[config.mk]
export PLATFORM = sky130hd
export DESIGN_NAME = csct_scale
export DESIGN_NICKNAME = d
export VERILOG_FILES = /design/src/rtl/csct_scale.sv
export SDC_FILE = /design/constraint.sdc
export NUM_CORES = 2
export LEC_CHECK = 0
export BUFFER_PORTS_ARGS = -buffer_cell sky130_fd_sc_hd__buf_2
export CAP_MARGIN = 30
export CORE_MARGIN = 10
export CORE_UTILIZATION = 34
export CTS_CLUSTER_DIAMETER = 100
export CTS_CLUSTER_SIZE = 10
export DETAILED_ROUTE_END_ITERATION = 7
export PLACE_DENSITY = 0.53
export REMOVE_ABC_BUFFERS = 1
export SYNTH_ARGS = -nofsm -noshare
export SYNTH_HDL_FRONTEND = slang
export SYNTH_SLANG_ARGS = --single-unit
[constraint.sdc]
create_clock -name clk -period 7.9 [get_ports clk]
set_input_delay 1.185 -clock clk [delete_from_list [all_inputs] [get_ports clk]]
set_output_delay 1.185 -clock clk [all_outputs]
set_load 0.005 [all_outputs]
[src/rtl/csct_scale.sv]
// pipelined unit scaler: round(|v| * 2^FRAC / sqrt(sq)) with sign, one result bit per stage
// depends on nothing but its parameters; used by the top level for corners and normals
module csct_scale #(
    parameter int FRAC  = 14,
    parameter int SQ_W  = 20,
    parameter int VSQ_W = 20
) (
    input  logic                   clk,
    input  logic                   en,
    input  logic                   neg,
    input  logic [VSQ_W-1:0]       vsq,
    input  logic [SQ_W-1:0]        sq,
    output logic signed [FRAC+1:0] res
);

    localparam int STAGES = FRAC + 1;
    localparam int MW     = VSQ_W + 2 * FRAC;
    localparam int DW     = SQ_W + 2 * FRAC + 3;
    localparam int WW     = ((MW > DW) ? MW : DW) + 3;
    localparam int RW     = WW + 2;
    localparam logic [FRAC:0] BIT_ONE = 1;

    logic [WW-1:0] rem_reg [STAGES];
    logic [WW-1:0] p_reg   [STAGES];
    logic [WW-1:0] sq_reg  [STAGES];
    logic [FRAC:0] r_reg   [STAGES];
    logic          neg_reg [STAGES];
    logic          zero_reg[STAGES];

    logic signed [FRAC+1:0] res_reg;
    logic signed [FRAC+1:0] res_next;
    logic [RW-1:0]          rem4;
    logic [RW-1:0]          lim;
    logic                   round_up;
    logic [FRAC+1:0]        mag;

    // remainder holds M - r^2*sq, p holds r*sq
    for (genvar gs = 0; gs < STAGES; gs++) begin : g_it
        localparam int BIT = FRAC - gs;
        logic [WW-1:0] rem_in;
        logic [WW-1:0] p_in;
        logic [WW-1:0] sq_in;
        logic [WW-1:0] delta;
        logic [FRAC:0] r_in;
        logic          neg_in;
        logic          zero_in;

        if (gs == 0) begin : g_first
            assign rem_in  = WW'(vsq) << (2 * FRAC);
            assign p_in    = '0;
            assign sq_in   = WW'(sq);
            assign r_in    = '0;
            assign neg_in  = neg;
            assign zero_in = (sq == '0);
        end
        else begin : g_next
            assign rem_in  = rem_reg[gs-1];
            assign p_in    = p_reg[gs-1];
            assign sq_in   = sq_reg[gs-1];
            assign r_in    = r_reg[gs-1];
            assign neg_in  = neg_reg[gs-1];
            assign zero_in = zero_reg[gs-1];
        end

        assign delta = (p_in << (BIT + 1)) + (sq_in << (2 * BIT));

        always_ff @(posedge clk)
        begin
            if (en)
            begin
                if (delta <= rem_in)
                begin
                    rem_reg[gs] <= rem_in - delta;
                    p_reg[gs]   <= p_in + (sq_in << BIT);
                    r_reg[gs]   <= r_in | (BIT_ONE << BIT);
                end
                else
                begin
                    rem_reg[gs] <= rem_in;
                    p_reg[gs]   <= p_in;
                    r_reg[gs]   <= r_in;
                end
                sq_reg[gs]   <= sq_in;
                neg_reg[gs]  <= neg_in;
                zero_reg[gs] <= zero_in;
            end
        end
    end

    // round half away: bump when 4*rem >= 4*p + sq
    always_comb
    begin
        rem4     = {rem_reg[STAGES-1], 2'b00};
        lim      = {p_reg[STAGES-1], 2'b00} + RW'(sq_reg[STAGES-1]);
        round_up = (rem4 >= lim);
        mag      = {1'b0, r_reg[STAGES-1]} + {{(FRAC+1){1'b0}}, round_up};
        if (zero_reg[STAGES-1])
        begin
            res_next = '0;
        end
        else if (neg_reg[STAGES-1])
        begin
            res_next = -$signed(mag);
        end
        else
        begin
            res_next = $signed(mag);
        end
    end

    always_ff @(posedge clk)
    begin
        if (en)
        begin
            res_reg <= res_next;
        end
    end

    assign res = res_reg;

endmodule

==> metrics.md <==
| Metric | Value |
|---|---|
| Top FF cell, synth | edfxtp_1 |
| Area Overhead vs Synth | 9.68% |
| Worst-Margin Slew | 1.08 ns |
| Internal power | 33.2 mW |
| DP Area | 120000 sq um |
| Clock Pin Slew Worst Setup and Hold Paths | about 0.05 ns |
| PD cells | 473 nW/um^2 |
| Die Wd | 599 um |
| Die H | 599 um |
| Tot GR Track Use | 0.155 |
| CP Launch Point | p_reg[1][325] |
| Distinct cells, synth | 101 |
| # rows | roughly 210 |
| Min setup slack post-route | just over 0.5 ns |
| Avg Synthesized Cell Area | 9.73 sq um |
| Area contributors post-synth | edfxtp_1 (41%), ha_1 (12%), xnor2_1 (5.6%) |
| WL final | 288000 um |
| WL per Instance | between 15 and 20 um |
| Worst-case clock skew | roughly 0.065 ns |
| I/O Pins | 59 |
| Min-Delay Path Class | flip-flop to flip-flop |
| Type of origin of the critical path | flip-flop |
| Flop pwr share | 0.270 |
| Vias in the first global route | between 80000 and 90000 |
| Non-filler cells, final | 16248 |
| Die area | around 360000 sq um |
| H-tree depth | 4 |
| Maximum VDD drop | ~0.18 mV |
| Critical path required time | around 8.5 ns |
| Final ANT Viol Nets | 0 |
| Final setup fails | 0 |
| Worst-case reg-to-reg path depth | 38 |
| Max reg flops | 595 |
| Syn Inst Count | 11735 |
| Clock Root Buffer | clkbuf_16 |
| MaxCap Viol Count | 0 |
| # DRC | 0 |
| Fin util | 0.375 |
| Layout cell share with drive strength beyond 1 | 0.0561 |
| Initial antenna violation count | 1 |
| CP endpoint kind | flip-flop |
| F_max | about 140 MHz |
| DP Worst Slack | 0.158 ns |
| Initial cell density of the core | 0.342 |
| Asr flop ratio synth | 0 |
| Clock Latency Late Sink | 0.85 ns |
| Clock buffer count from CTS | around 180 |
| Placer Congestion | just under 0.9 |
| Synthesis-stage register bit count | 1557 |
| Fin area | 125000 sq um |
| Post-synth EDFFs | between 1500 and 2000 |
| YS warnings | 0 |
| Mapped cell area | 114000 sq um |
| Clock Path Buffers | 4 |
| First-pass GRT wire length | 456000 um |
| Final min period | approximately 7.4 ns |
| Pleak | 48.1 nW |
| Clock Power Share | 0.124 |
| Most frequent CP cell | a21o_1 |
| Core area | 334000 sq um |
| Final Slew Violations | 0 |
| Status | finished, final reports clean |
| # nets final | 13009 |
| CTS Hold Bufs | 0 |
| Reg2reg setup slack | 0.51 ns |
| Final worst-path cycle share | 0.936 |
| Yosys top cell area share | 0.410 |
| DRT Pass-1 Iters | 6 |
| GRT Residual Overflow | 0 |
| Drt first-iter violations | 4170 |
| Post-DP HPWL | 230000 um |
| CTS tree | yes |
| Critical Path Sink | res[14] |
| Worst slew margin | 0.271 |
| Most frequent cells in the layout | edfxtp_1 (1557), nand2_1 (1278), ha_1 (1086), o21ai_0 (990), a21oi_1 (913) |
| Max Fanout on Critical Path | 8 |
| Comb pwr share | 0.606 |
| CP Class | flip-flop to flip-flop |
| Sequential area share after synthesis | 0.410 |
| Buffers on Ports | 58 |
| Net Sw Frac | 0.439 |
| CP arrival | 7.97 ns |
| CP peak stage delay | between 0.4 and 0.5 ns |
| Critical path's slowest cell | edfxtp_1 |
| Reg-to-reg startpoint | p_reg[1][325] |
| Final hold vios | 0 |
| Via density | 5.21 |
| Pin count of the biggest net entering global routing | roughly 170 |
| Placed cells | 16051 |
| Total vias in the final route | 84716 |
| Most common library cell in the layout ignoring fill and taps | edfxtp_1 |
| Net Sw Power | 26.0 mW |
| Largest area contributor in the synthesized netlist | edfxtp_1 |
| Final hold slack | 0.374 ns |
| # clock sinks | 1557 |
| Worst reg2reg path endpoint | res[14] |
routing by layer:
metal | part of all wire | GRT usage | up-vias
li1 | - | - | 43351
met1 | 0.39 | 0.163 | 39481
met2 | 0.53 | 0.305 | 1267
met3 | 0.023 | 0.0148 | 617
met4 | 0.057 | 0.0775 | 0
met5 | 0 | 0 | -
worst min-delay path by stage:
stage | start | endpoint | slack (ns) | cells past startpoint
after CTS | r_reg[6][13] | r_reg[7][13] | 0.36 | 0
after floorplan | neg_reg[0][0] | neg_reg[0][1] | 0.40 | 0
after global placement | neg_reg[1][5] | neg_reg[1][6] | 0.40 | 0
after global routing | neg_reg[0][2] | neg_reg[0][3] | 0.37 | 0
after detailed placement | r_reg[9][9] | r_reg[10][9] | 0.40 | 0
final | r_reg[6][13] | r_reg[7][13] | 0.37 | 0
Yosys cell counts, drive strengths merged (15+ instances only):
library cell / count
edfxtp: 1557
nand2: 1278
ha: 1087
o21ai: 1032
a21oi: 914
nor2: 786
xnor2: 732
xor2: 700
a21o: 453
inv: 373
nand3: 322
clkbuf: 245
nor3: 204
and3: 164
nand4: 156
nand2b: 141
o21bai: 125
nor2b: 116
o21a: 116
a31oi: 91
o31ai: 87
and2: 85
or3: 84
mux2: 83
buf: 72
nor4: 69
or2: 65
a211oi: 64
o211ai: 40
and4: 39
a211o: 30
fa: 30
a21boi: 26
nor3b: 25
o41ai: 25
a41oi: 24
a2111oi: 22
a31o: 22
o211a: 17
o22ai: 16
or4: 16
a221oi: 15
nand3b: 15
layout make-up:
| type | count | area [sq um] |
|---|---|---|
| Sequential cell | 1557 | 46800 |
| Tap cell | 4387 | 5490 |
| Inverter | 377 | 1420 |
| Clock inverter | 7 | 119 |
| Clock buffer | 185 | 4610 |
| Fill cell | 33306 | 209000 |
| Timing Repair Buffer | 247 | 1970 |
| Multi-Input combinational cell | 9484 | 64800 |
| Antenna cell | 4 | 10.0 |
through the flow:
stage / TNS [ns] / power [mW]
after CTS: 0 / 59.6
final: 0 / 59.2
after floorplan: -51.62 / 42.5
after global placement: 0 / 51.8
after detailed placement: 0 / 52.0
after global routing: -0.0283 / 64.5
power by group through the flow:
stage,registers [mW],clock network [mW],logic (mW)
after floorplan,15.2,0,27.3
after global placement,16.2,0,35.7
after detailed placement,16.1,0,35.8
after CTS,16.0,7.66,35.9
after global routing,16.3,7.95,40.2
final,16.0,7.35,35.9
worst max-delay path, delay by kind of cell (launching register included):
kind	cells	cell delay, ns
flip-flops	1	0.42
AO/OA/AOI/OAI	18	3.25
XOR/XNOR	3	0.50
buffers and inverters	4	0.63
AND/OR/NAND/NOR	9	1.23
adder cells (fa/ha/maj)	4	1.07
logic make-up (layout without fill, tap and decap cells):
| family | count (synthesis) | in the layout | synth area share |
|---|---|---|---|
| and+or+nand+nor | 3593 | 3593 | 0.149 |
| AOI/OAI and AO/OA | 3255 | 3255 | 0.175 |
| DFF | 1557 | 1557 | 0.410 |
| xor gates and xnor gates | 1432 | 1432 | 0.110 |
| adders and majority gates | 1117 | 1117 | 0.124 |
| buffers and inverters | 694 | 816 | 0.0237 |
| muxes | 87 | 87 | 0.00854 |
| other | 0 | 4 | 0 |
repair_timing:
| item | CTS | global route |
|---|---|---|
| gates resized for setup | 0 | 10 |
| setup buffers | 0 | 1 |
| setup endpoints to repair | 0 | 8 |
| hold endpoints to repair | 0 | 0 |
Note: power is estimated with default switching activity, not from simulation.
